===== src/hw/rtl/tbee_pkg.sv =====
// shared types, codes and constants of the text buffer edit engine
`default_nettype none

package tbee_pkg;

    localparam int DEPTH_DEFAULT = 1024;

    localparam int OP_W   = 3;
    localparam int POS_W  = 11;
    localparam int CHAR_W = 8;
    localparam int ST_W   = 2;

    localparam logic [CHAR_W-1:0] NEWLINE = 8'h0A;

    localparam logic [OP_W-1:0] OP_READ = 3'd0;
    localparam logic [OP_W-1:0] OP_INS  = 3'd1;
    localparam logic [OP_W-1:0] OP_DEL  = 3'd2;
    localparam logic [OP_W-1:0] OP_COL  = 3'd3;
    localparam logic [OP_W-1:0] OP_LINE = 3'd4;
    localparam logic [OP_W-1:0] OP_NEXT = 3'd5;
    localparam logic [OP_W-1:0] OP_PREV = 3'd6;

    localparam logic [ST_W-1:0] ST_OK     = 2'd0;
    localparam logic [ST_W-1:0] ST_BADPOS = 2'd1;
    localparam logic [ST_W-1:0] ST_FULL   = 2'd2;
    localparam logic [ST_W-1:0] ST_NONE   = 2'd3;

    typedef struct packed {
        logic            load;
        logic            init;
        logic            run;
        logic            fail;
        logic [ST_W-1:0] fail_code;
        logic            finish;
        logic            emit;
    } cmd_t;

    typedef struct packed {
        logic bad;
        logic full;
        logic del_none;
        logic is_insert;
        logic is_delete;
        logic done;
    } sts_t;

endpackage

`default_nettype wire


===== src/hw/rtl/tbee_ctrl.sv =====
// controller: sequences load, check, scan, finish and result handover
`default_nettype none

module tbee_ctrl (
    input  wire             clk,
    input  wire             rst_n,
    input  wire             in_valid,
    output logic            in_stall,
    output logic            out_valid,
    input  wire             out_stall,
    input  tbee_pkg::sts_t  sts,
    output tbee_pkg::cmd_t  cmd
);

    localparam logic [2:0] S_IDLE  = 3'd0;
    localparam logic [2:0] S_CHECK = 3'd1;
    localparam logic [2:0] S_RUN   = 3'd2;
    localparam logic [2:0] S_FIN   = 3'd3;
    localparam logic [2:0] S_DONE  = 3'd4;

    logic [2:0] state_reg, state_next;
    logic       out_valid_reg, out_valid_next;
    logic       slot_free;

    assign in_stall  = (state_reg != S_IDLE);
    assign out_valid = out_valid_reg;
    assign slot_free = !out_valid_reg || !out_stall;

    always_comb
    begin
        state_next    = state_reg;
        cmd           = '0;
        cmd.fail_code = tbee_pkg::ST_OK;
        case (state_reg)
            S_IDLE:
            begin
                if (in_valid)
                begin
                    cmd.load   = 1'b1;
                    state_next = S_CHECK;
                end
            end
            S_CHECK:
            begin
                if (sts.bad)
                begin
                    cmd.fail      = 1'b1;
                    cmd.fail_code = tbee_pkg::ST_BADPOS;
                    state_next    = S_DONE;
                end
                else if (sts.is_insert && sts.full)
                begin
                    cmd.fail      = 1'b1;
                    cmd.fail_code = tbee_pkg::ST_FULL;
                    state_next    = S_DONE;
                end
                else if (sts.is_delete && sts.del_none)
                begin
                    cmd.fail      = 1'b1;
                    cmd.fail_code = tbee_pkg::ST_NONE;
                    state_next    = S_DONE;
                end
                else
                begin
                    cmd.init   = 1'b1;
                    state_next = S_RUN;
                end
            end
            S_RUN:
            begin
                cmd.run = 1'b1;
                if (sts.done)
                begin
                    state_next = S_FIN;
                end
            end
            S_FIN:
            begin
                cmd.finish = 1'b1;
                state_next = S_DONE;
            end
            S_DONE:
            begin
                if (slot_free)
                begin
                    cmd.emit   = 1'b1;
                    state_next = S_IDLE;
                end
            end
            default:
            begin
                state_next = S_IDLE;
            end
        endcase
    end

    always_comb
    begin
        out_valid_next = out_valid_reg;
        if (cmd.emit)
        begin
            out_valid_next = 1'b1;
        end
        else if (!out_stall)
        begin
            out_valid_next = 1'b0;
        end
    end

    always_ff @(posedge clk or negedge rst_n)
    begin
        if (!rst_n)
        begin
            state_reg     <= S_IDLE;
            out_valid_reg <= 1'b0;
        end
        else
        begin
            state_reg     <= state_next;
            out_valid_reg <= out_valid_next;
        end
    end

    a_emit_slot: assert property (@(posedge clk) disable iff (!rst_n)
        cmd.emit |-> slot_free)
        else $error("result emitted over a waiting word");

    a_accept_check: assert property (@(posedge clk) disable iff (!rst_n)
        (in_valid && !in_stall) |=> (state_reg == S_CHECK))
        else $error("accepted word not checked next");

    a_out_hold: assert property (@(posedge clk) disable iff (!rst_n)
        (out_valid && out_stall) |=> out_valid)
        else $error("waiting result word dropped");

endmodule

`default_nettype wire


===== config.mk =====
export PLATFORM = sky130hd
export DESIGN_NAME = tbee_ctrl
export DESIGN_NICKNAME = d
export VERILOG_FILES = /design/src/hw/rtl/tbee_pkg.sv /design/src/hw/rtl/tbee_ctrl.sv
export SDC_FILE = /design/constraint.sdc
export NUM_CORES = 1
export LEC_CHECK = 0
export BUFFER_PORTS_ARGS = -buffer_cell sky130_fd_sc_hd__buf_2
export CORE_AREA = 3 3 40 42
export DETAILED_ROUTE_END_ITERATION = 10
export DIE_AREA = 0 0 43 45
export MAX_ROUTING_LAYER = met4
export PLACE_DENSITY = 0.56
export SYNTH_ARGS = -nofsm -noshare
export SYNTH_HDL_FRONTEND = slang
export SYNTH_SLANG_ARGS = --single-unit

===== constraint.sdc =====
create_clock -name clk -period 1.23 [get_ports clk]
set_input_delay 0.123 -clock clk [delete_from_list [all_inputs] [get_ports clk]]
set_output_delay 0.123 -clock clk [all_outputs]
set_load 0.005 [all_outputs]

==> flow_summary_export.csv, run 1 <==
group,metric,value,unit
outcome,outcome,"complete, but fails checks",
outcome,failed_checks,"negative setup slack",
global_routing,grt_max_degree,6,
critical_path,cell_class_contributing_the_biggest_share_of_worst_path_delay,"flip-flops",
routing,detail_route.drc_violations,0,
power_and_ir_drop,leakage,0.2371,nW
die,die_width,43,um
die,die_h,45,um
cells_and_area,synthToLayoutAreaGrowth,65.26,%
timing,finalHoldWorstSlack,123.9,ps
cells_and_area,num_antenna_cells,0,
cts,ctsRootBufferMaster,"clkbuf_4",
logic_synthesis,synthesized_netlist_cell_count,30,
critical_path,cp.buffers_inverters,1,
critical_path,crit_type,"register to primary output",
cells_and_area,layout-drive-gt1-share,0.5636,
placement,dp.cells,64,
timing,setup_clock_skew_after_layout,0.9788,ps
timing,layout_min_cycle_time,1345,ps
min_path,timing.hold.worst_path_depth,3,
routing,route.vias.total,297,
timing,min_period_over_period,1.093,
cts,clk_latency,230,ps
power_and_ir_drop,pwr_density_cell,2065,nW/um^2
timing,fmaxAchievable,743.5,MHz
cells_and_area,multi_input_area,161.4,um^2
timing,max_slew_violation_count,0,
logic_synthesis,synth_area_per_cell,8.884,um^2
placement,quantity_of_i_o_buffers_inserted_on_ports,19,
logic_synthesis,synth_sequential_area_ratio,0.3756,
critical_path,reg2reg_depth,3,
routing,drt-vias-per-instance,4.243,
die,initial_utilization,0.2074,
global_routing,antenna_found_initial,0,
critical_path,critical_path.reg2reg.endpoint,"state_reg[1]",
die,number_of_top_level_pins,20,
cts,clock_path_buffers,2,
min_path,min-delay-start,"out_stall",
logic_synthesis,synthesis.yosys.warnings,0,
flow_run,cap_violations,0,
die,core-area,1285,um^2
timing,max_slew.worst_pin.slew,139.8,ps
routing,route.antenna.remaining_nets,0,
global_routing,global_route_wire_length_before_repair,1.083,mm
timing,slew-limit-headroom,0.9041,
global_routing,track_usage,0.07924,
routing,route.detailed.wl_per_inst,9.386,um
critical_path,timing.critical_path.slowest_cell_delay,390,ps
logic_synthesis,number_of_nets_produced_by_synthesis,40,
critical_path,worstSetupStartpointType,"register",
min_path,min-delay-path-class,"input pin to register",
global_routing,vias_in_the_first_global_route,283,
cells_and_area,post_layout_nonfiller_instances,70,
logic_synthesis,netlist-cell-type-count,20,
min_path,hold_end,"out_valid",
global_routing,grt-ovfl-total,0,
cts,number_of_cts_inserted_buffers,3,
timing,final-hold-violation-count,0,
critical_path,crit_fanout,5,
die,die_area,1935,um^2
cts,clock_tree_from_tritoncts,"yes",
cells_and_area,number_of_flip_flops_in_the_largest_register,3,
cells_and_area,finalNetCount,67,
placement,place.gp.congestion,0.6478,
timing,finalSetupViolations,7,
routing,drt_first_pass_iters,1,
critical_path,r2r-start,"state_reg[1]",
timing,timing.final.ws_setup,-114.9,ps
critical_path,worst_ep_required_time,1110,ps
cts,htree_num_levels,1,
cells_and_area,num-fill-cells,142,
cts,cts.sinks,4,
cts,cts.clk_slew.worst_paths,40,ps
power_and_ir_drop,totalPowerFinal,0.0009093,W
critical_path,ff2ff_setup_slack,240,ps
die,rows,13,
logic_synthesis,yosys_register_bits,4,
power_and_ir_drop,ir_worst_vdd,0.0006714,V
critical_path,cell_with_the_largest_stage_delay_on_the_worst_path,"dfrtp_1",
timing,rsz0062_at_grt,"true",
critical_path,timing.critical_path.to_type,"primary output",
logic_synthesis,post_synth_instance_area,266.5,um^2
critical_path,timing.critical_path.cells,"and2b_2 -> nand2b_4 -> a211oi_2 -> buf_2",
routing,route.final.wire_length,657,um
critical_path,worstPathArrival,1220,ps
cells_and_area,storage_element_area,100.1,um^2
placement,dpl.hpwl,563.8,um
routing,drt_iter0_markers,0,
[layer usage]
layer / vias up / track usage / share of wire
li1: 154 / - / -
met1: 127 / 0.07805 / 0.45
met2: 14 / 0.1228 / 0.43
met3: 2 / 0.02789 / 0.091
met4: 0 / 0.07229 / 0.023
met5: - / - / 0
[tightest hold or removal path, stage by stage]
cell	delay, ps
buf_2	90
nand2_1	60
nand2_1	50
[cells in the mapped netlist, drive strengths merged]
cell / instances / area (um^2)
a211oi: 1 / 12.51
a21oi: 1 / 5.000
a221o: 1 / 10.01
a31oi: 1 / 6.260
and2: 1 / 6.260
and2b: 1 / 7.510
buf: 1 / 7.510
dfrtp: 4 / 100.1
inv: 1 / 3.750
mux2i: 1 / 10.01
nand2: 5 / 18.77
nand2b: 1 / 8.760
nor2: 4 / 17.52
nor2b: 1 / 6.260
nor3: 1 / 5.000
nor3b: 1 / 12.51
o21ai: 2 / 10.01
o21bai: 1 / 7.510
or3: 1 / 11.26
[what timing repair did]
action | in CTS | in global routing
setup endpoints to repair | 7 | 9
setup buffers | 1 | 1
pin swaps | 3 | 3
endpoints found under the hold margin | 4 | 0
resized for setup | 3 | 0
hold buffers | 1 | 0
[placed cells by master (no fill, tap or decap), types with 2 or more instances in the layout]
master and n:
buf_2 18, nor2_1 3, buf_4 3, nand2_1 5
clkbuf_4 3, dfrtp_1 4, o21ai_1 2
[cell type report]
type | instances | share of cell area
multi-input cells | 24 | 0.3665
well taps | 15 | 0.04261
clock buffers | 3 | 0.05114
inverters | 1 | 0.008523
flip-flops and latches | 4 | 0.2273
repair buffers | 23 | 0.3040
[logic make-up after synthesis]
| family | synth area share |
|---|---|
| AND/OR/NAND/NOR | 0.3522 |
| multiplexers | 0.03756 |
| AO/OA/AOI/OAI | 0.1925 |
| buffers and inverters | 0.04225 |
| flip-flops | 0.3756 |
[worst max path at each step]
| stage | from | to | slack [ps] | cells after the start |
|---|---|---|---|---|
| 6_report | state_reg[2] | cmd[3] | -110 | 4 |
| 5_1_grt | state_reg[2] | cmd[3] | -190 | 4 |
| 4_1_cts | state_reg[2] | cmd[3] | -130 | 4 |
| 3_5_place_dp | state_reg[2] | cmd[3] | 70 | 4 |
| 3_3_place_gp | state_reg[2] | cmd[3] | 90 | 4 |
| 2_1_floorplan | state_reg[1] | cmd[7] | 200 | 2 |
[stage by stage]
stage	worst slack [ps]	area [um^2]	utilization	TNS (ps)
floorplan	201.9	266.5	-	0
global placement	93.95	380.4	0.2960	0
detailed placement	74.87	380.4	0.2960	0
CTS	-132.3	432.9	0.3369	-605.6
global route	-190.4	440.4	0.3427	-1024
finish	-114.9	440.4	0.3427	-475.7
[where the power goes]
group          internal, W  switching (W)
combinational     0.000298       0.000213
clock             0.000109      0.0000519
sequential        0.000186      0.0000517
total             0.000593       0.000316
Note: power is estimated with default switching activity, not from simulation.
==> inputs of run 2 (changes only) <==
--- a/config.mk
+++ b/config.mk
@@ -10,7 +10,8 @@
 export DETAILED_ROUTE_END_ITERATION = 10
 export DIE_AREA = 0 0 43 45
 export MAX_ROUTING_LAYER = met4
-export PLACE_DENSITY = 0.56
+export PLACE_DENSITY = 0.46
+export SKIP_LAST_GASP = 1
 export SYNTH_ARGS = -nofsm -noshare
 export SYNTH_HDL_FRONTEND = slang
 export SYNTH_SLANG_ARGS = --single-unit
==> flow_summary_export.csv, run 2 (synthesis results as in run 1) <==
group,metric,value,unit
cts,clock_path_buffers,2,
cells_and_area,layout-drive-gt1-share,0.6545,
critical_path,crit_fanout,5,
cells_and_area,finalNetCount,67,
cells_and_area,storage_element_area,102.6,um^2
placement,dp.cells,64,
timing,rsz0062_at_grt,"true",
placement,place.gp.congestion,0.6514,
global_routing,global_route_wire_length_before_repair,1.062,mm
timing,max_slew_violation_count,0,
min_path,hold_end,"out_valid",
timing,layout_min_cycle_time,1355,ps
critical_path,crit_type,"register to primary output",
timing,slew-limit-headroom,0.8843,
die,die_width,43,um
critical_path,r2r-start,"state_reg[0]",
global_routing,antenna_found_initial,0,
routing,drt-vias-per-instance,4.314,
critical_path,ff2ff_setup_slack,260,ps
min_path,timing.hold.worst_path_depth,3,
timing,max_slew.worst_pin.slew,172.2,ps
cts,ctsRootBufferMaster,"clkbuf_4",
critical_path,timing.critical_path.cells,"or3_4 -> nor2_2 -> buf_2",
cells_and_area,layout.core_utilization,0.3593,
power_and_ir_drop,pwr_density_cell,2119,nW/um^2
critical_path,worstSetupStartpointType,"register",
cts,cts.clk_slew.worst_paths,40,ps
cells_and_area,post_layout_nonfiller_instances,70,
power_and_ir_drop,leakage,0.2427,nW
critical_path,timing.critical_path.to_type,"primary output",
timing,fmaxAchievable,738.3,MHz
die,core-area,1285,um^2
critical_path,worstPathArrival,1230,ps
timing,setup_clock_skew_after_layout,0.9887,ps
cells_and_area,number_of_flip_flops_in_the_largest_register,3,
cells_and_area,layout_commonest_cell,"buf_2",
die,die_area,1935,um^2
cells_and_area,commonest_cells_after_routing_fill_and_taps_aside,"buf_2 (18), nand2_1 (4), clkbuf_4 (3), buf_4 (3)",
global_routing,grt-ovfl-total,0,
cts,htree_num_levels,1,
die,initial_utilization,0.2074,
die,number_of_top_level_pins,20,
cts,clock_tree_from_tritoncts,"yes",
global_routing,vias_in_the_first_global_route,259,
timing,final-hold-violation-count,0,
critical_path,cp.buffers_inverters,1,
cells_and_area,num-fill-cells,143,
critical_path,timing.critical_path.slowest_cell_delay,430,ps
cells_and_area,num_antenna_cells,0,
cells_and_area,synthToLayoutAreaGrowth,73.24,%
flow_run,cap_violations,0,
outcome,outcome,"complete, but fails checks",
min_path,min-delay-path-class,"input pin to register",
global_routing,grt_max_degree,8,
cts,cts.sinks,4,
timing,timing.final.ws_setup,-124.5,ps
routing,route.final.wire_length,638,um
routing,drt_first_pass_iters,1,
timing,finalSetupViolations,8,
global_routing,track_usage,0.07931,
critical_path,worst_ep_required_time,1110,ps
min_path,min-delay-start,"out_stall",
critical_path,cell_class_contributing_the_biggest_share_of_worst_path_delay,"simple AND/OR/NAND/NOR gates",
critical_path,reg2reg_depth,3,
cts,number_of_cts_inserted_buffers,3,
critical_path,critical_path.reg2reg.endpoint,"state_reg[1]",
placement,dpl.hpwl,500.6,um
timing,min_period_over_period,1.101,
cts,clk_latency,230,ps
outcome,failed_checks,"negative setup slack",
routing,drt_iter0_markers,0,
timing,finalHoldWorstSlack,142.1,ps
routing,route.vias.total,302,
timing,final.setup.tns,-494.4,ps
cells_and_area,multi_input_area,180.2,um^2
power_and_ir_drop,ir_worst_vdd,0.0009644,V
routing,route.antenna.remaining_nets,0,
routing,route.detailed.wl_per_inst,9.114,um
critical_path,cell_with_the_largest_stage_delay_on_the_worst_path,"dfrtp_2",
die,rows,13,
die,die_h,45,um
placement,quantity_of_i_o_buffers_inserted_on_ports,19,
routing,detail_route.drc_violations,0,
run 2: cell counts in the layout (fill, tap and decap cells not counted):
No cell type changed its count.
run 2: area by class of cell:
class / count / share of cell area
clock buffers: 3 / 0.04878
well taps: 15 / 0.04065
multi-input cells: 24 / 0.3902
flip-flops and latches: 4 / 0.2222
inverters: 1 / 0.008130
repair buffers: 23 / 0.2900
run 2: worst max-delay path by stage:
stage | start | end | slack [ps] | cells after the start
after floorplan | state_reg[1] | cmd[7] | 200 | 2
after global placement | state_reg[2] | cmd[3] | 110 | 4
after detailed placement | state_reg[1] | cmd[7] | 100 | 3
after CTS | state_reg[2] | cmd[3] | -130 | 4
after global routing | state_reg[2] | cmd[3] | -190 | 4
final | state_reg[0] | cmd[7] | -120 | 3
run 2: per-layer routing:
metal	global-route usage	part of all wire
met1	0.1002	0.41
met2	0.09581	0.47
met5	-	0
met3	0.03984	0.12
met4	0.05422	0
run 2: worst register-to-register path, delay by kind of cell (launching register included):
family	cells	cell delay [ps]
compound gates	1	80
flops	1	430
simple gates	2	340
run 2: repair_timing:
item,in CTS,in global routing
buffers inserted,2,1
pin swaps,4,2
hold endpoints to repair,4,0
endpoints found under the setup margin,8,9
hold buffers,1,0
gates resized for setup,5,5
run 2: stage by stage:
stage	power [W]	worst slack (ps)	area (um^2)
floorplan	0.0004944	201.9	266.5
global placement	0.0006628	106.2	380.4
detailed placement	0.0006602	96.66	380.4
CTS	0.0009421	-133.2	444.2
global route	0.001069	-194.0	461.7
finish	0.0009784	-124.5	461.7
run 2: power by group:
part / internal (W) / switching, W / total (W)
clock network: 0.000109 / 0.0000527 / 0.000162
logic: 0.000325 / 0.000234 / 0.000558
registers: 0.000191 / 0.0000673 / 0.000258
total: 0.000625 / 0.000354 / 0.000978
